<file path="src/rtl/ema_pkg.sv">
// shared types, codes and constants of the extent map
package ema_pkg;

	localparam int TABLE_DEPTH_DEF = 256;
	localparam int ADDR_W          = 48;
	localparam int LEN_W           = 32;
	localparam int ELEN_W          = 49;

	// command codes of an input word
	typedef enum logic [1:0] {
		CMD_INSERT = 2'd0,
		CMD_LOOKUP = 2'd1,
		CMD_CLEAR  = 2'd2
	} cmd_t;

	// status codes of a result word
	typedef enum logic [1:0] {
		STAT_OK     = 2'd0,
		STAT_MERGED = 2'd1,
		STAT_MISS   = 2'd2,
		STAT_FULL   = 2'd3
	} stat_code_t;

	// kind of result to load into the output register
	typedef enum logic [1:0] {
		RES_ZERO,
		RES_INSERT,
		RES_HIT,
		RES_MISS
	} res_kind_t;

	// controller states
	typedef enum logic [3:0] {
		ST_IDLE,
		ST_DISPATCH,
		ST_INS_RD,
		ST_INS_CMP,
		ST_INS_COMMIT,
		ST_SRCH_RD,
		ST_SRCH_CMP,
		ST_HIT_DIFF,
		ST_HIT_SUM,
		ST_DONE
	} state_t;

	// one table row
	typedef struct packed {
		logic [ADDR_W-1:0] file_start;
		logic [ADDR_W-1:0] file_end;
		logic [ADDR_W-1:0] storage_start;
		logic [ADDR_W-1:0] storage_end;
		logic [ADDR_W-1:0] buffer_start;
	} entry_t;

	// commands from controller to datapath
	typedef struct packed {
		logic      rdy;
		logic      srch_init;
		logic      rd_last;
		logic      rd_mid;
		logic      srch_step;
		logic      merge_calc;
		logic      ins_commit;
		logic      tbl_clear;
		logic      hit_diff;
		logic      hit_sum;
		logic      out_load;
		res_kind_t res;
	} dp_cmd_t;

	// status from datapath to controller
	typedef struct packed {
		logic       taken;
		logic [1:0] cmd;
		logic       srch_open;
		logic       end_below;
		logic       start_le;
		logic       out_free;
	} dp_sts_t;

endpackage

</file>
<file path="src/rtl/ema_ctrl.sv">
// controller state machine of the extent map
module ema_ctrl (
	input  logic             clk,
	input  logic             arst_n,
	input  ema_pkg::dp_sts_t sts,
	output ema_pkg::dp_cmd_t cmd
);

	ema_pkg::state_t    state_q, state_d;
	ema_pkg::res_kind_t res_q, res_d;

	// state and result kind registers
	always_ff @(posedge clk or negedge arst_n) begin
		if (!arst_n) begin
			state_q <= ema_pkg::ST_IDLE;
			res_q   <= ema_pkg::RES_ZERO;
		end else begin
			state_q <= state_d;
			res_q   <= res_d;
		end
	end

	// next state and commands
	always_comb begin
		state_d = state_q;
		res_d   = res_q;
		cmd     = '0;
		cmd.res = res_q;
		unique case (state_q)
			ema_pkg::ST_IDLE: begin
				cmd.rdy = 1'b1;
				if (sts.taken) state_d = ema_pkg::ST_DISPATCH;
			end
			ema_pkg::ST_DISPATCH: begin
				unique case (sts.cmd)
					ema_pkg::CMD_INSERT: state_d = ema_pkg::ST_INS_RD;
					ema_pkg::CMD_LOOKUP: begin
						cmd.srch_init = 1'b1;
						state_d       = ema_pkg::ST_SRCH_RD;
					end
					ema_pkg::CMD_CLEAR: begin
						cmd.tbl_clear = 1'b1;
						res_d         = ema_pkg::RES_ZERO;
						state_d       = ema_pkg::ST_DONE;
					end
					default: begin
						res_d   = ema_pkg::RES_ZERO;
						state_d = ema_pkg::ST_DONE;
					end
				endcase
			end
			ema_pkg::ST_INS_RD: begin
				cmd.rd_last = 1'b1;
				state_d     = ema_pkg::ST_INS_CMP;
			end
			ema_pkg::ST_INS_CMP: begin
				cmd.merge_calc = 1'b1;
				state_d        = ema_pkg::ST_INS_COMMIT;
			end
			ema_pkg::ST_INS_COMMIT: begin
				cmd.ins_commit = 1'b1;
				res_d          = ema_pkg::RES_INSERT;
				state_d        = ema_pkg::ST_DONE;
			end
			ema_pkg::ST_SRCH_RD: begin
				if (sts.srch_open) begin
					cmd.rd_mid = 1'b1;
					state_d    = ema_pkg::ST_SRCH_CMP;
				end else begin
					res_d   = ema_pkg::RES_MISS;
					state_d = ema_pkg::ST_DONE;
				end
			end
			ema_pkg::ST_SRCH_CMP: begin
				priority if (sts.end_below) begin
					cmd.srch_step = 1'b1;
					state_d       = ema_pkg::ST_SRCH_RD;
				end else if (sts.start_le) begin
					state_d = ema_pkg::ST_HIT_DIFF;
				end else begin
					cmd.srch_step = 1'b1;
					state_d       = ema_pkg::ST_SRCH_RD;
				end
			end
			ema_pkg::ST_HIT_DIFF: begin
				cmd.hit_diff = 1'b1;
				state_d      = ema_pkg::ST_HIT_SUM;
			end
			ema_pkg::ST_HIT_SUM: begin
				cmd.hit_sum = 1'b1;
				res_d       = ema_pkg::RES_HIT;
				state_d     = ema_pkg::ST_DONE;
			end
			ema_pkg::ST_DONE: begin
				if (sts.out_free) begin
					cmd.out_load = 1'b1;
					state_d      = ema_pkg::ST_IDLE;
				end
			end
			default: state_d = ema_pkg::ST_IDLE;
		endcase
	end

endmodule

</file>
<file path="config.mk">
export PLATFORM = sky130hd
export DESIGN_NAME = ema_ctrl
export DESIGN_NICKNAME = d
export VERILOG_FILES = /design/src/rtl/ema_pkg.sv /design/src/rtl/ema_ctrl.sv
export SDC_FILE = /design/constraint.sdc
export NUM_CORES = 1
export LEC_CHECK = 0
export ABC_AREA = 0
export BUFFER_PORTS_ARGS = -buffer_cell sky130_fd_sc_hd__buf_2
export CORE_AREA = 5 5 42 44
export CTS_BUF_LIST = sky130_fd_sc_hd__clkbuf_4 sky130_fd_sc_hd__clkbuf_8 sky130_fd_sc_hd__clkbuf_16
export CTS_CLUSTER_DIAMETER = 120
export DETAILED_ROUTE_END_ITERATION = 10
export DIE_AREA = 0 0 47 49
export GPL_ROUTABILITY_DRIVEN = 0
export PLACE_DENSITY = 0.68
export REMOVE_ABC_BUFFERS = 1
export SLEW_MARGIN = 20
export SYNTH_ARGS = -nofsm -noshare
export SYNTH_HDL_FRONTEND = slang
export SYNTH_SLANG_ARGS = --single-unit
</file>
<file path="constraint.sdc">
create_clock -name clk -period 1.6 [get_ports clk]
set_input_delay 0.32 -clock clk [delete_from_list [all_inputs] [get_ports clk]]
set_output_delay 0.32 -clock clk [all_outputs]
set_load 0.005 [all_outputs]
</file>
* Word level (Yosys, flattened, before mapping)
Cells that the tools add are included.
** Storage, ports and cells
- Output and inout bits :: 13
- Register bits after elaboration :: 6
- Memories kept :: 0
- Latch bits :: 0
- Logic and storage cells :: 51
- Memory bits (read-only) :: 0
- RAM bits :: 0
** Cells by class
- Multipliers :: 0
- Divide/modulo/power cells :: 0
- Equal/unequal tests :: 15
- Shift-type cells :: 0
- Reductions and logical operators :: 7
- $add $sub $neg :: 0
- Magnitude comparators :: 0
- Multiplexer cells :: 27
- Bitwise logic cells :: 0
** Operators by type and width (count)
- 4-bit case mux with 9 select lines :: 1
- 1-bit two-way mux :: 17
- 4-bit by 3-bit equality test with 1-bit output, second input constant :: 4
- 4-bit two-way mux :: 4
- 4-bit by 2-bit equality test with 1-bit output, second input constant :: 2
- 4-bit equality test, second input constant :: 2
- 2-bit != test, second input constant :: 4
- 2-bit case mux with 4 select lines :: 1
- 4-bit case mux with 2 select lines :: 1
- 2-bit two-way mux :: 3
- 4-bit by 1-bit equality test with 1-bit output, second input constant :: 1
- 4-bit zero test :: 1
- 4-bit nonzero test :: 1
- 2-bit OR reduction :: 2
- 3-bit AND reduction :: 1
- 2-bit by 1-bit equality test with 1-bit output, second input constant :: 1
- 2-bit equality test, second input constant :: 1
- 2-bit zero test :: 1
- 2-bit AND reduction :: 1

* Logic depth before layout (Yosys ltp)
- Depth after elaboration :: 4
- Mapped depth :: 5
- Depth with buffers taken out :: 4

* Least setup slack after synthesis
No wires, ideal clock.
- Path type :: reg-to-output
- Start point :: register state_q[3]
- End point :: output port cmd[5] (netlist name)
- Path slack :: 98 ps
- Data arrival time :: 1182 ps
- Buffers on the path :: 0
- Stages on the path, launching flop included :: 3
- Path through :: dfrtp_1 > or4b_4 > nor3b_1
** RTL lines
- from (decl) :: line ema_ctrl.sv:9 : ema_pkg::state_t state_q, state_d;
- from (signal assigned) :: line ema_ctrl.sv:15 : state_q <= ema_pkg::ST_IDLE;
- from (signal assigned) :: line ema_ctrl.sv:18 : state_q <= state_d;
- to (decl) :: line ema_ctrl.sv:6 : output ema_pkg::dp_cmd_t cmd

==> impl_metrics.tcl <==
set metrics [dict create \
    status "complete, but fails checks" \
    failed_checks "setup timing" \
    synthArstFlopShare 1.00 \
    syn_avg_cell_area_um2 7.64 \
    post-place-cells 103 \
    hold_viol 0 \
    synth.most_common_cell "nor3_1" \
    root_buffer "clkbuf_4" \
    grt_pass1_vias 560 \
    start_util 0.354 \
    fin_nets 106 \
    io_pins 22 \
    cts_tree "built" \
    wl_per_cell_um 14.4 \
    end_kind "output port" \
    numPortBuffers 21 \
    clk_pin_slew_ns 0.05 \
    crit_path_max_fanout 3 \
    critPathMaxStageDelay_ns 0.57 \
    grt_pass1_wl_um 2390 \
    h-tree-depth 1 \
    grtUsageTotal 0.145 \
    design_area_um2 774 \
    setup_viol 3 \
    area_growth_pct 55.9 \
    power_mw 1.44 \
    slew_violations 0 \
    drt-total-wl_um 1600 \
    fin_hold_ws_ns 0.307 \
    hp-class "input port to register" \
    ys_types 27 \
    diodes 0 \
    die_w_um 47 \
    antenna_found_initial 0 \
    ys_warn_count 0 \
    synth_top_area_frac 0.302 \
    synthTopCellsByArea "dfrtp_1 30%, nor3_1 8.1%, nor2_1 5.3%" \
    maxCapViolCount 0 \
    grt-ovfl-total 0 \
    initialDrtViolationCount 11 \
    ys_seq_area_frac 0.302 \
    syn_inst 65 \
    setup_tns_ns -0.476 \
    ys.flop_type "dfrtp_1" \
    peakVddDrop_mv 0.704 \
    max_slew_margin 0.812 \
    grt_max_degree 16 \
    skew_ns 0.00504 \
    core_um2 1400 \
    path_cells "or4b_4, nor3b_2, buf_2" \
    synth.cell_area_um2 497 \
    cts_sinks 6 \
    cts_made_buffers 3 \
    vias 614 \
    fmax_mhz 542 \
    rows 14 \
    fin_crit_sh 1.15 \
    synth_edf_count 0 \
    power_density_nw_per_um2 1860 \
    rsz0062_at_grt "yes" \
    cts_max_path_buffers 2 \
    synth_area_leader_cell "dfrtp_1" \
    critPathArrivalTime_ns 1.53 \
    cp.required_ns 1.28 \
    die_area_um2 2300 \
    fin_cells 111 \
    layout-drive-gt1-share 0.505 \
    fp.dieH_um 49 \
    fin_util 0.553 \
    clk_latency_ns 0.25 \
    ys_ff_latch 6 \
    tightestPinTransition_ns 0.280 \
    drc 0 \
    yosys-top-cells-count "8 x nor3_1, 7 x nor2_1, 6 x dfrtp_1, 6 x nand2_1" \
    leakage_nw 0.372 \
    cpMaxStageDelayCell "or4b_4" \
    dr.pass1.iters 4 \
    worst-setup-path-type "register to output port" \
    min_period_ns 1.85 \
    startpoint_type "register" \
    reg2reg_slack_ns 0.12 \
    antenna_left 0 \
    viasPerCell 5.53 \
    preCtsSetupSlack_ns 0.0361 \
    dpl-instance-area_um2 644 \
    finalWorstSetupSlack_ns -0.246 \
]
-- worst paths after layout --
path,from,end,cells after the start
hold / removal,sts[0],state_q[0],2
setup reg to reg,state_q[2],res_q[0],5
min in group asynchronous,arst_n,res_q[1],2
setup / recovery,state_q[1],cmd[11],3
max in group asynchronous,arst_n,state_q[3],2
hold reg to reg,res_q[1],res_q[1],1
-- power by group --
part           switching, mW  internal, mW
logic                  0.526         0.497
registers             0.0450         0.226
clock network         0.0577        0.0851
-- worst max-delay path: cells and delay by family (launching register included) --
family,cells,cell delay [ns]
buf+inv,1,0.14
flops,1,0.37
simple gates,2,0.77
-- state kept, by name, indices dropped and copies added, names as in the netlist --
name,flops
res_q,2
state_q,4
-- layout make-up --
class / count / area [um^2]
Clock buffer: 3 / 22.5
Fill cell: 133 / 627
Inverter: 2 / 7.51
Multi-Input combinational cell: 53 / 387
Sequential cell: 6 / 150
Tap cell: 16 / 20.0
Timing Repair Buffer: 31 / 188
-- placed cells by master, fill, tap and decap left out, types with 2 or more instances in the layout --
cell type,n
buf_6,2
dfrtp_1,6
mux2i_1,2
buf_2,22
nand2_1,6
o21ai_0,2
clkbuf_4,3
nor3_1,5
buf_4,6
nand2b_4,2
inv_1,2
a21oi_1,3
nor3_2,3
nor2_1,7
nor3b_2,3
a221oi_1,2
-- cells by family after synthesis --
group / count (synthesis) / synth area share
flip-flops: 6 / 0.302
multiplexers: 2 / 0.0403
buffers and inverters: 6 / 0.0453
AND/OR/NAND/NOR: 36 / 0.406
AO/OA/AOI/OAI: 15 / 0.207
-- metal layers --
layer	vias up	wire, um	global-route usage
met5	-	0	0
met4	0	42	0.0968
met3	4	82	0.0221
met2	24	778	0.222
met1	287	696	0.179
li1	299	-	-
-- timing repair --
action,4_1_cts,5_1_grt
hold buffers,1,0
gates resized for setup,7,9
pin swaps,0,3
setup buffers,0,3
hold endpoints to repair,6,0
setup endpoints to repair,9,10
gates cloned,0,1
No activity file was read; power rests on OpenSTA's default activity.
